## src/sv/bcc_pkg.sv

```systemverilog
// Package for the button click classifier: types, register map and limits.
`default_nettype none
package bcc_pkg;

   // Field widths
   localparam int TIME_W     = 32;
   localparam int CFG_TIME_W = 16;
   localparam int CLICKS_W   = 4;
   localparam int CSR_DATA_W = 32;
   localparam int CSR_ADDR_W = 5;

   // Click counter limit set by the width of the count field
   localparam int CLICK_CAP_MAX = 15;
   localparam int MAX_CLICKS_DEFAULT = 15;

   // Reset values of the configuration registers
   localparam logic [CFG_TIME_W-1:0] BOUNCE_TIME_RESET     = 16'd50;
   localparam logic [CFG_TIME_W-1:0] LONG_CLICK_TIME_RESET = 16'd1000;

   // Register index (byte address divided by four)
   typedef enum logic [2:0] {
      REG_BOUNCE_TIME     = 3'd0,
      REG_LONG_CLICK_TIME = 3'd1,
      REG_ACTIVE_LOW      = 3'd2,
      REG_PRESS_NOTIFY    = 3'd3,
      REG_RELEASE_NOTIFY  = 3'd4
   } bcc_reg_type;

   // Event codes reported with each item
   typedef enum logic [1:0] {
      EVT_NONE       = 2'd0,
      EVT_LONG_PRESS = 2'd1,
      EVT_LONG_CLICK = 2'd2,
      EVT_BURST_END  = 2'd3
   } bcc_event_type;

   typedef struct packed {
      logic [CFG_TIME_W-1:0] bounce_time_ms;
      logic [CFG_TIME_W-1:0] long_click_time_ms;
      logic                  active_low;
      logic                  press_notify_enable;
      logic                  release_notify_enable;
   } bcc_cfg_type;

   typedef struct packed {
      logic [TIME_W-1:0]   held_duration;
      logic [TIME_W-1:0]   previous_sample_time;
      logic [TIME_W-1:0]   last_click_time;
      logic                long_reported;
      logic                press_reported;
      logic [CLICKS_W-1:0] short_clicks;
   } bcc_state_type;

   typedef struct packed {
      bcc_event_type       event_kind;
      logic [CLICKS_W-1:0] click_count;
      logic                press_edge;
      logic                release_edge;
   } bcc_result_type;

endpackage
`default_nettype wire

```

## src/sv/bcc_step.sv

```systemverilog
// Per-sample classification: next tracking state and the result of one item.
`default_nettype none
module bcc_step #(
   parameter int MAX_CLICKS = bcc_pkg::MAX_CLICKS_DEFAULT
) (
   input  bcc_pkg::bcc_cfg_type             cfg,
   input  bcc_pkg::bcc_state_type           state,
   input  logic                             pin_level,
   input  logic [bcc_pkg::TIME_W-1:0]       now_ms,
   output bcc_pkg::bcc_state_type           state_next,
   output bcc_pkg::bcc_result_type          result
);
   import bcc_pkg::*;

   localparam logic [CLICKS_W-1:0] CLICK_CAP =
      CLICKS_W'((MAX_CLICKS > CLICK_CAP_MAX) ? CLICK_CAP_MAX : MAX_CLICKS);

   logic              active;
   logic [TIME_W-1:0] step_ms;
   logic [TIME_W:0]   held_sum;
   logic [TIME_W-1:0] held_acc;
   logic [TIME_W-1:0] bounce_ext;
   logic [TIME_W-1:0] long_ext;
   logic [TIME_W-1:0] dead_ext;
   logic [TIME_W-1:0] since_click;

   // Map pin polarity and accumulate held time with saturation
   assign active      = cfg.active_low ? ~pin_level : pin_level;
   assign step_ms     = now_ms - state.previous_sample_time;
   assign held_sum    = {1'b0, state.held_duration} + {1'b0, step_ms};
   assign held_acc    = held_sum[TIME_W] ? '1 : held_sum[TIME_W-1:0];
   assign bounce_ext  = TIME_W'(cfg.bounce_time_ms);
   assign long_ext    = TIME_W'(cfg.long_click_time_ms);
   assign dead_ext    = TIME_W'({cfg.bounce_time_ms, 1'b0});
   assign since_click = now_ms - state.last_click_time;

   // Classify the sample
   always_comb begin
      state_next = state;
      state_next.previous_sample_time = now_ms;
      result = '{event_kind: EVT_NONE, click_count: '0, press_edge: 1'b0,
                 release_edge: 1'b0};

      if (active) begin
         state_next.held_duration = held_acc;
         if (held_acc > long_ext && !state.long_reported) begin
            result.event_kind = EVT_LONG_PRESS;
            state_next.long_reported = 1'b1;
         end
         if (!state.press_reported && cfg.press_notify_enable && held_acc > bounce_ext) begin
            state_next.press_reported = 1'b1;
            result.press_edge = 1'b1;
         end
      end else begin
         state_next.press_reported = 1'b0;
         state_next.long_reported  = 1'b0;
         state_next.held_duration  = '0;
         result.release_edge = cfg.release_notify_enable && (state.held_duration > bounce_ext);

         // Long click clears the burst; short click extends it; otherwise check dead time
         if (state.held_duration > long_ext) begin
            result.event_kind = EVT_LONG_CLICK;
            state_next.last_click_time = now_ms;
            state_next.short_clicks = '0;
         end else if (state.held_duration > bounce_ext) begin
            if (state.short_clicks < CLICK_CAP) begin
               state_next.short_clicks = state.short_clicks + 1'b1;
            end
            state_next.last_click_time = now_ms;
         end else if (since_click > dead_ext && state.short_clicks != '0) begin
            result.event_kind  = EVT_BURST_END;
            result.click_count = state.short_clicks;
            state_next.short_clicks = '0;
         end
      end
   end

endmodule
`default_nettype wire

```

## src/sv/button_click_classifier_top.sv

```systemverilog
// Top level of the button click classifier: handshakes, registers and result stage.
//
// Usage: each req_ item carries one pin sample (req_pin_level) and a free-running
// millisecond timestamp (req_now_ms). Every accepted item yields exactly one
// rsp_ item: the event code (none, long press held, long click released,
// click burst ended), the click count of an ended burst, and the debounced
// press and release edge flags.
// Latency: the result of an item is valid in the cycle after it is accepted.
// Throughput: one item per cycle while req_ready is high (see Stall); the tracking
// state is computed from the sample and the held-time add and compares.
// Stall: a result waits in the output register; a new item is taken in the
// same cycle that the waiting result is taken, so req_ready drops only while
// a result is held and rsp_ready is low.
// Configuration: APB-style writes at byte address 4*index; reads return the
// register. Write only while no item is in flight.
// Reset: clears the tracking state and the result valid flag and restores the
// register defaults (bounce 50 ms, long click 1000 ms, active low).
`default_nettype none
module button_click_classifier_top #(
   parameter int MAX_CLICKS = bcc_pkg::MAX_CLICKS_DEFAULT
) (
   input  logic                              clock,
   input  logic                              reset,
   // Sample channel
   input  logic                              req_valid,
   output logic                              req_ready,
   input  logic                              req_pin_level,
   input  logic [bcc_pkg::TIME_W-1:0]        req_now_ms,
   // Result channel
   output logic                              rsp_valid,
   input  logic                              rsp_ready,
   output logic [1:0]                        rsp_event_kind,
   output logic [bcc_pkg::CLICKS_W-1:0]      rsp_click_count,
   output logic                              rsp_press_edge,
   output logic                              rsp_release_edge,
   // Configuration port
   input  logic                              csr_psel,
   input  logic                              csr_penable,
   input  logic                              csr_pwrite,
   input  logic [bcc_pkg::CSR_ADDR_W-1:0]    csr_paddr,
   input  logic [bcc_pkg::CSR_DATA_W-1:0]    csr_pwdata,
   output logic [bcc_pkg::CSR_DATA_W-1:0]    csr_prdata,
   output logic                              csr_pready
);
   import bcc_pkg::*;

   bcc_cfg_type    cfg_ff, cfg_in;
   bcc_state_type  state_ff, state_in;
   bcc_result_type result_ff, result_in;
   logic           rsp_valid_ff, rsp_valid_in;
   logic           req_accept;
   logic           csr_write;
   bcc_reg_type    csr_index;

   // Handshakes
   assign req_ready  = !rsp_valid_ff || rsp_ready;
   assign req_accept = req_valid && req_ready;
   assign csr_pready = 1'b1;
   assign csr_write  = csr_psel && csr_penable && csr_pwrite;
   assign csr_index  = bcc_reg_type'(csr_paddr[CSR_ADDR_W-1:2]);

   // Register writes
   always_comb begin
      cfg_in = cfg_ff;
      if (csr_write) begin
         unique case (csr_index)
            REG_BOUNCE_TIME:     cfg_in.bounce_time_ms        = csr_pwdata[CFG_TIME_W-1:0];
            REG_LONG_CLICK_TIME: cfg_in.long_click_time_ms    = csr_pwdata[CFG_TIME_W-1:0];
            REG_ACTIVE_LOW:      cfg_in.active_low            = csr_pwdata[0];
            REG_PRESS_NOTIFY:    cfg_in.press_notify_enable   = csr_pwdata[0];
            REG_RELEASE_NOTIFY:  cfg_in.release_notify_enable = csr_pwdata[0];
            default:             cfg_in = cfg_ff;
         endcase
      end
   end

   // Register reads
   always_comb begin
      unique case (csr_index)
         REG_BOUNCE_TIME:     csr_prdata = CSR_DATA_W'(cfg_ff.bounce_time_ms);
         REG_LONG_CLICK_TIME: csr_prdata = CSR_DATA_W'(cfg_ff.long_click_time_ms);
         REG_ACTIVE_LOW:      csr_prdata = CSR_DATA_W'(cfg_ff.active_low);
         REG_PRESS_NOTIFY:    csr_prdata = CSR_DATA_W'(cfg_ff.press_notify_enable);
         REG_RELEASE_NOTIFY:  csr_prdata = CSR_DATA_W'(cfg_ff.release_notify_enable);
         default:             csr_prdata = '0;
      endcase
   end

   // Classify the incoming sample
   bcc_state_type  state_step;
   bcc_result_type result_step;

   bcc_step #(
      .MAX_CLICKS (MAX_CLICKS)
   ) u_step (
      .cfg        (cfg_ff),
      .state      (state_ff),
      .pin_level  (req_pin_level),
      .now_ms     (req_now_ms),
      .state_next (state_step),
      .result     (result_step)
   );

   // Advance state and load the result stage on accept
   always_comb begin
      state_in     = state_ff;
      result_in    = result_ff;
      rsp_valid_in = rsp_valid_ff && !rsp_ready;
      if (req_accept) begin
         state_in     = state_step;
         result_in    = result_step;
         rsp_valid_in = 1'b1;
      end
   end

   always_ff @(posedge clock) begin
      if (reset) begin
         cfg_ff <= '{bounce_time_ms: BOUNCE_TIME_RESET,
                     long_click_time_ms: LONG_CLICK_TIME_RESET,
                     active_low: 1'b1,
                     press_notify_enable: 1'b0,
                     release_notify_enable: 1'b0};
         state_ff     <= '0;
         rsp_valid_ff <= 1'b0;
      end else begin
         cfg_ff       <= cfg_in;
         state_ff     <= state_in;
         rsp_valid_ff <= rsp_valid_in;
      end
   end

   // Hold result payload
   always_ff @(posedge clock) begin
      result_ff <= result_in;
   end

   assign rsp_valid        = rsp_valid_ff;
   assign rsp_event_kind   = result_ff.event_kind;
   assign rsp_click_count  = result_ff.click_count;
   assign rsp_press_edge   = result_ff.press_edge;
   assign rsp_release_edge = result_ff.release_edge;

endmodule
`default_nettype wire

```

## config.mk

```make
export PLATFORM = sky130hd
export DESIGN_NAME = button_click_classifier_top
export DESIGN_NICKNAME = d
export VERILOG_FILES = /design/src/sv/bcc_pkg.sv /design/src/sv/bcc_step.sv /design/src/sv/button_click_classifier_top.sv
export SDC_FILE = /design/constraint.sdc
export NUM_CORES = 1
export LEC_CHECK = 0
export ABC_AREA = 1
export BUFFER_PORTS_ARGS = -buffer_cell sky130_fd_sc_hd__buf_4
export CAP_MARGIN = 10
export CORE_ASPECT_RATIO = 2
export CORE_MARGIN = 3
export CORE_UTILIZATION = 50
export CTS_CLUSTER_SIZE = 14
export DETAILED_ROUTE_END_ITERATION = 10
export HOLD_SLACK_MARGIN = 0.03
export PLACE_DENSITY_LB_ADDON = 0.2
export SYNTH_ARGS = -nofsm -noshare
export SYNTH_HDL_FRONTEND = slang
export SYNTH_SLANG_ARGS = --single-unit
```

## constraint.sdc

```tcl
create_clock -name clock -period 5.7 [get_ports clock]
set_clock_uncertainty 0.15 [all_clocks]
set_input_delay 0.57 -clock clock [delete_from_list [all_inputs] [get_ports clock]]
set_output_delay 0.57 -clock clock [all_outputs]
set_load 0.01 [all_outputs]
```

==> key figures, run 1 <==
Outcome
  • Outcome: finished clean

Route
  • Routed Antenna Nets: 0
  • Number of DRC markers in iteration 0: 680
  • DR vias/cell: 5.53
  • Detailed Route WL: 45,200 um
  • Routed wire per std cell: 17.3 um
  • Initial DRT Pass Iterations: 5
  • Vias: 14,421
  • Remaining DRCs: 0

Setup path
  • R2R cell count: 33
  • Flop2flop setup slack: 0.28 ns
  • Critical Path Slowest Stage Cell: ha_1
  • Reg2reg start: state_ff[40]$_SDFFE_PP0P_
  • Crit-path max FO: 7
  • Max stage delay on crit path: 0.33 ns
  • Setup Crit Path Kind: reg2reg
  • Worst reg2reg path endpoint: rsp_press_edge$_SDFFCE_PN0P_
  • Worst EP required: 5.87 ns
  • Worst endpoint data arrival time: 5.58 ns
  • CP endpoint kind: flop
  • Crit path launch type: flop
  • CP dominant cell by count: nand2_1

STA
  • Final Max Tran Viols: 0
  • Crit share post-route: 0.950
  • Period minus WS final: 5.42 ns
  • Setup violations, final: 0
  • Slew headroom: 0.262
  • Tightest Pin Transition: 1.11 ns
  • Final Hold Viols: 0
  • Hold slack: 0.185 ns
  • Maximum clock rate: 185 MHz

Power and ir drop
  • Clk pwr share: 0.240
  • Pwr/cell area: 316 nW/um^2
  • Total Power: 0.00513 W
  • Internal power: 0.00294 W
  • Leakage: 7.94 nW
  • NetSw: 0.00219 W
  • Gate power share: 0.533
  • Net switching fraction of the power: 0.427
  • Sequential power share: 0.227
  • VDD IR max: 215 uV

Yosys
  • Ys async rst share: 0
  • Synthesized instance count: 2,044
  • Syn Std Cell Area: 13,300 sq um
  • Synth cell types: 49
  • Syn avg cell area: 6.51 sq um
  • Main flop type after synthesis: dfxtp_1
  • #FFs+latches synth: 146
  • Post-synth EDFFs: 8
  • Yosys warns: 0
  • Sequential-to-total area share from yosys stat: 0.226

Clock network
  • Root Buffer: clkbuf_16
  • Clock transition at the registers of the reported paths: 0.07 ns
  • H-tree levels: 4
  • Clock Sinks: 146
  • # hold bufs at CTS: 0
  • TritonCTS clock tree: built
  • Latest clock arrival within the worst-skew pair: 0.46 ns
  • CTS Buffer Depth: 2
  • Number of CTS-inserted buffers: 17

Hold path
  • Hold Path Class: in2reg
  • Worst Hold Launch: csr_pwdata[6]
  • Worst Hold Path EP: cfg_ff[9]$_SDFFE_PP1P_
  • Worst Hold Depth: 3

Global routing
  • Global-route wire length before repair: 70,000 um
  • Total GRT Usage: 0.312
  • Vias in the first global route: 14,206
  • Largest net degree at the start of global routing: 63
  • GRT overflow: 0
  • Initial antenna violation count: 0

Finish
  • Cell area after layout: 16,200 sq um
  • Layout Area Growth over Synthesis: 21.8%
  • Share of layout cells above drive strength 1: 0.167
  • Util after Layout: 0.624
  • Fin cells: 2,607
  • Ant diodes: 0
  • Commonest non-fill, non-tap cells in the layout: nand2_1 (470), inv_1 (284), a21oi_1 (244), buf_4 (234), ha_1 (168)
  • Layout Nets: 2,510
  • Commonest non-fill, non-tap cell in the layout: nand2_1

Floorplanning
  • Die area: 28,700 sq um
  • Initial Util: 0.513
  • Die width: 121 um
  • Top Ports: 120
  • Die Y-Extent: 237 um
  • Core area: 26,000 sq um
  • FP Rows: 83

Run
  • Max-cap viol count: 0

Place
  • Gpl congestion: 1.03
  • Dpl hpwl: 36,700 um
  • DP Area: 15,200 sq um
  • Port-buffer cells: 84
  • Cell count after placement: 2,569
-- through the flow --
step | setup slack (ns) | setup TNS [ns]
floorplan | 0.0348 | 0
global placement | -0.257 | -0.701
detailed placement | -0.415 | -1.29
CTS | 0.0649 | 0
global route | -0.0515 | -0.0994
finish | 0.283 | 0
-- layer usage --
metal / share of wire / track usage
met1: 0.34 / 0.292
met2: 0.54 / 0.594
met3: 0.035 / 0.0368
met4: 0.089 / 0.233
met5: 0 / 0
-- registers in the layout, summed over array words and instances, names as in the netlist --
register and flops:
state_ff 102, rsp_release_edge 1, rsp_valid 1, rsp_event_kind 2, cfg_ff 35, rsp_click_count 4
rsp_press_edge 1
-- critical path: cells and delay by family, from the launching register on --
kind	cells	cell delay (ns)
flops	1	0.31
buf+inv	6	0.57
simple gates	13	1.64
fa+ha+maj	3	0.92
compound gates	10	1.51
xor+xnor	1	0.20
-- power by group through the flow --
| stage | clock network (W) | registers, W | logic [W] |
|---|---|---|---|
| final | 0.00123 | 0.00117 | 0.00274 |
| after global routing | 0.00128 | 0.00117 | 0.00304 |
| after CTS | 0.00124 | 0.00116 | 0.00259 |
| after detailed placement | 0 | 0.00119 | 0.00257 |
| after global placement | 0 | 0.00118 | 0.00252 |
| after floorplan | 0 | 0.00117 | 0.00165 |
-- synthesized netlist by cell type (2+ instances only) --
library cell | instances | area share
nand2_1 | 474 | 0.13
inv_1 | 289 | 0.082
a21oi_1 | 260 | 0.098
ha_1 | 176 | 0.17
nor2_1 | 155 | 0.044
o21ai_0 | 154 | 0.058
dfxtp_1 | 138 | 0.21
nand3_1 | 80 | 0.030
xor2_1 | 49 | 0.032
clkbuf_1 | 33 | 0.0093
nand4_1 | 25 | 0.012
buf_4 | 17 | 0.0096
nor3_1 | 16 | 0.0060
xnor2_1 | 16 | 0.011
o22ai_1 | 15 | 0.0071
nand2_2 | 14 | 0.0066
o211ai_1 | 12 | 0.0068
nand3b_1 | 10 | 0.0056
nor2_2 | 9 | 0.0042
nor4_1 | 9 | 0.0042
a31oi_1 | 8 | 0.0038
edfxtp_1 | 8 | 0.018
o21ai_1 | 8 | 0.0030
or2_2 | 8 | 0.0038
buf_2 | 7 | 0.0026
nand3_2 | 7 | 0.0053
o21bai_1 | 7 | 0.0039
a21o_1 | 6 | 0.0034
a211oi_1 | 4 | 0.0023
a21boi_1 | 4 | 0.0023
o21a_1 | 4 | 0.0023
fa_1 | 3 | 0.0045
conb_1 | 2 | 0.00056
o21ai_2 | 2 | 0.0013
-- cells by family after synthesis --
group | Yosys count | synth area share
simple gates | 812 | 0.259
compound gates | 491 | 0.197
buf+inv | 349 | 0.105
fa+ha+maj | 179 | 0.170
flops | 146 | 0.226
xor+xnor | 65 | 0.0428
other cells | 2 | 0.000564
-- layout make-up --
class	instances	area, sq um
clock buffer	17	425
clock inverter	15	194
fill	2592	9750
inverter	290	1090
multi-input combinational	1564	9310
sequential	146	3000
tap	340	425
timing repair buffer	235	1770
-- what timing repair did --
| action | in CTS | in global routing |
|---|---|---|
| endpoints found under the setup margin | 1 | 4 |
| setup buffers | 0 | 6 |
| pin swaps | 0 | 25 |
| resized for setup | 1 | 77 |
-- worst max-delay path by stage --
stage,to,startpoint,slack (ns),cells past startpoint
floorplan,rsp_press_edge$_SDFFCE_PN0P_,req_now_ms[0],0.03,35
global placement,rsp_press_edge$_SDFFCE_PN0P_,req_now_ms[0],-0.26,35
detailed placement,rsp_press_edge$_SDFFCE_PN0P_,req_now_ms[0],-0.41,35
CTS,rsp_press_edge$_SDFFCE_PN0P_,state_ff[46]$_SDFFE_PP0P_,0.06,32
global route,state_ff[4]$_SDFFE_PP0P_,state_ff[40]$_SDFFE_PP0P_,-0.05,34
finish,rsp_press_edge$_SDFFCE_PN0P_,state_ff[40]$_SDFFE_PP0P_,0.28,33
(Power assumes the default switching activity.)
==> run 2, diff against run 1 <==
CORE_ASPECT_RATIO = 1.75   (was 2)
==> run 2 against run 1 <==
Non-clock buffer count fell by 4. Sequential share of layout area increased by 0.11 points. Critical path depth grew 1. Design area is 0.64% lower. Sequential cell count unchanged. First-iteration DRC count grew 7.5%. Clock power down 4%. Worst setup slack worse by 0.0075 ns. Count of clock-buffer cells in the layout increased by 5. Die area shrank 0.14%. Critical path type unchanged. Critical endpoint is now state_ff[4]$_SDFFE_PP0P_.
==> key figures, run 2 (synthesis results as in run 1) <==
Outcome
  • Outcome: finished clean

Finish
  • Layout Area Growth over Synthesis: 21.0%
  • Reg with most FFs: state_ff
  • Layout Nets: 2,506
  • Commonest non-fill, non-tap cell in the layout: nand2_1
  • Share of layout cells above drive strength 1: 0.163
  • Cell area after layout: 16,100 sq um
  • Max reg flops: 102
  • Commonest non-fill, non-tap cells in the layout: nand2_1 (467), inv_1 (285), a21oi_1 (244), buf_4 (231), ha_1 (169)
  • Ant diodes: 0

Power and ir drop
  • Sequential power share: 0.232
  • Net switching fraction of the power: 0.420
  • Internal power: 0.00291 W
  • Pwr/cell area: 312 nW/um^2
  • Leakage: 7.89 nW
  • VDD IR max: 255 uV
  • Gate power share: 0.534
  • NetSw: 0.00211 W
  • Clk pwr share: 0.234

Clock network
  • Root Buffer: clkbuf_16
  • # hold bufs at CTS: 0
  • Latest clock arrival within the worst-skew pair: 0.46 ns
  • Clock Sinks: 146
  • Number of CTS-inserted buffers: 17
  • Clock transition at the registers of the reported paths: 0.06 ns
  • CTS Buffer Depth: 2
  • TritonCTS clock tree: built
  • H-tree levels: 4

Route
  • Routed Antenna Nets: 0
  • DR vias/cell: 5.48
  • Initial DRT Pass Iterations: 6
  • Routed wire per std cell: 16.9 um
  • Number of DRC markers in iteration 0: 731
  • Vias: 14,159
  • Detailed Route WL: 43,800 um
  • Remaining DRCs: 0

Setup path
  • Crit. path cell count: 34
  • Worst EP required: 5.93 ns
  • Cell family with most CP delay: simple AND/OR/NAND/NOR gates
  • Critical Path Slowest Stage Cell: ha_1
  • CP endpoint kind: flop
  • Worst reg2reg path endpoint: state_ff[4]$_SDFFE_PP0P_
  • Worst endpoint data arrival time: 5.66 ns
  • CP Launch Point: state_ff[54]$_SDFFE_PP0P_
  • Buf/Inv on CP: 7
  • Crit path launch type: flop
  • Crit-path max FO: 7
  • CP endpoint: state_ff[4]$_SDFFE_PP0P_
  • CP dominant cell by count: nand3_2
  • R2R cell count: 34
  • Reg2reg start: state_ff[54]$_SDFFE_PP0P_
  • Max stage delay on crit path: 0.33 ns
  • Setup Crit Path Kind: reg2reg
  • Flop2flop setup slack: 0.28 ns

STA
  • Crit share post-route: 0.952
  • Period minus WS final: 5.42 ns
  • Tightest Pin Transition: 1.00 ns
  • Final Hold Viols: 0
  • Setup TNS: 0 ns
  • Setup violations, final: 0
  • Hold slack: 0.190 ns
  • Final Max Tran Viols: 0
  • Maximum clock rate: 184 MHz
  • Slew headroom: 0.332

Floorplanning
  • Die Y-Extent: 222 um
  • Die width: 129 um
  • Initial Util: 0.511
  • Die area: 28,700 sq um
  • Top Ports: 120
  • FP Rows: 78
  • Core area: 26,100 sq um

Global routing
  • GRT overflow: 0
  • Initial antenna violation count: 0
  • Global-route wire length before repair: 67,200 um
  • Vias in the first global route: 13,817
  • Largest net degree at the start of global routing: 100
  • Total GRT Usage: 0.300

Run
  • Max-cap viol count: 0

Place
  • Port-buffer cells: 84
  • Dpl hpwl: 35,300 um
  • DP Area: 15,200 sq um
  • Gpl congestion: 0.972

Hold path
  • Hold Path Class: in2reg
  • Worst Hold Launch: csr_pwdata[1]
[run 2: cell types whose count changed in the layout (fill, tap and decap cells not counted), sizes merged]
cell	before	now
buf	235	231
bufinv	3	2
clkbuf	17	22
clkinv	2	3
inv	298	292
[run 2: worst min-delay path by stage]
stage          slack, ns                        to  depth (start not counted)
2_1_floorplan       0.28  state_ff[4]$_SDFFE_PP0P_                          2
3_3_place_gp        0.29  state_ff[4]$_SDFFE_PP0P_                          2
3_5_place_dp        0.29  state_ff[4]$_SDFFE_PP0P_                          2
4_1_cts             0.18   cfg_ff[20]$_SDFFE_PP1P_                          3
5_1_grt             0.20   cfg_ff[24]$_SDFFE_PP1P_                          3
6_report            0.19   cfg_ff[20]$_SDFFE_PP1P_                          3
[run 2: routing by layer]
layer	part of all wire	up-vias	global-route usage
li1	-	7160	-
met1	0.35	6422	0.293
met2	0.53	407	0.563
met3	0.036	170	0.0391
met4	0.076	0	0.205
met5	0	-	0
[run 2: cell type report]
cell class,instances,area [sq um]
inverters,290,1090
fillers,2506,9950
well taps,320,400
repair buffers,231,1730
multi-input cells,1564,9280
flip-flops and latches,146,3000
clock inverters,9,119
clock buffers,22,485
[run 2: tightest hold or removal path, cell delays in order]
cell and delay, ns:
buf_4 0.09, a21oi_1 0.05, o21ai_0 0.06
[run 2: stage by stage]
stage	setup WS, ns	util	cells	power (W)
final	0.276	0.618	2582	0.00503
after floorplan	0.0348	-	2059	0.00282
after global placement	-0.296	0.583	2549	0.00368
after global routing	-0.0823	0.618	2582	0.00538
after CTS	0.0174	0.606	2580	0.00493
after detailed placement	-0.309	0.583	2549	0.00374
[run 2: power by group through the flow]
| stage | clock network, W | registers, W | logic (W) |
|---|---|---|---|
| global placement | 0 | 0.00119 | 0.00250 |
| CTS | 0.00120 | 0.00117 | 0.00256 |
| detailed placement | 0 | 0.00119 | 0.00255 |
| floorplan | 0 | 0.00117 | 0.00165 |
| global route | 0.00123 | 0.00117 | 0.00298 |
| finish | 0.00118 | 0.00117 | 0.00268 |
[run 2: repair_timing]
action | in CTS | in global routing
setup endpoints to repair | 0 | 4
setup buffers | 0 | 2
resized for setup | 0 | 71
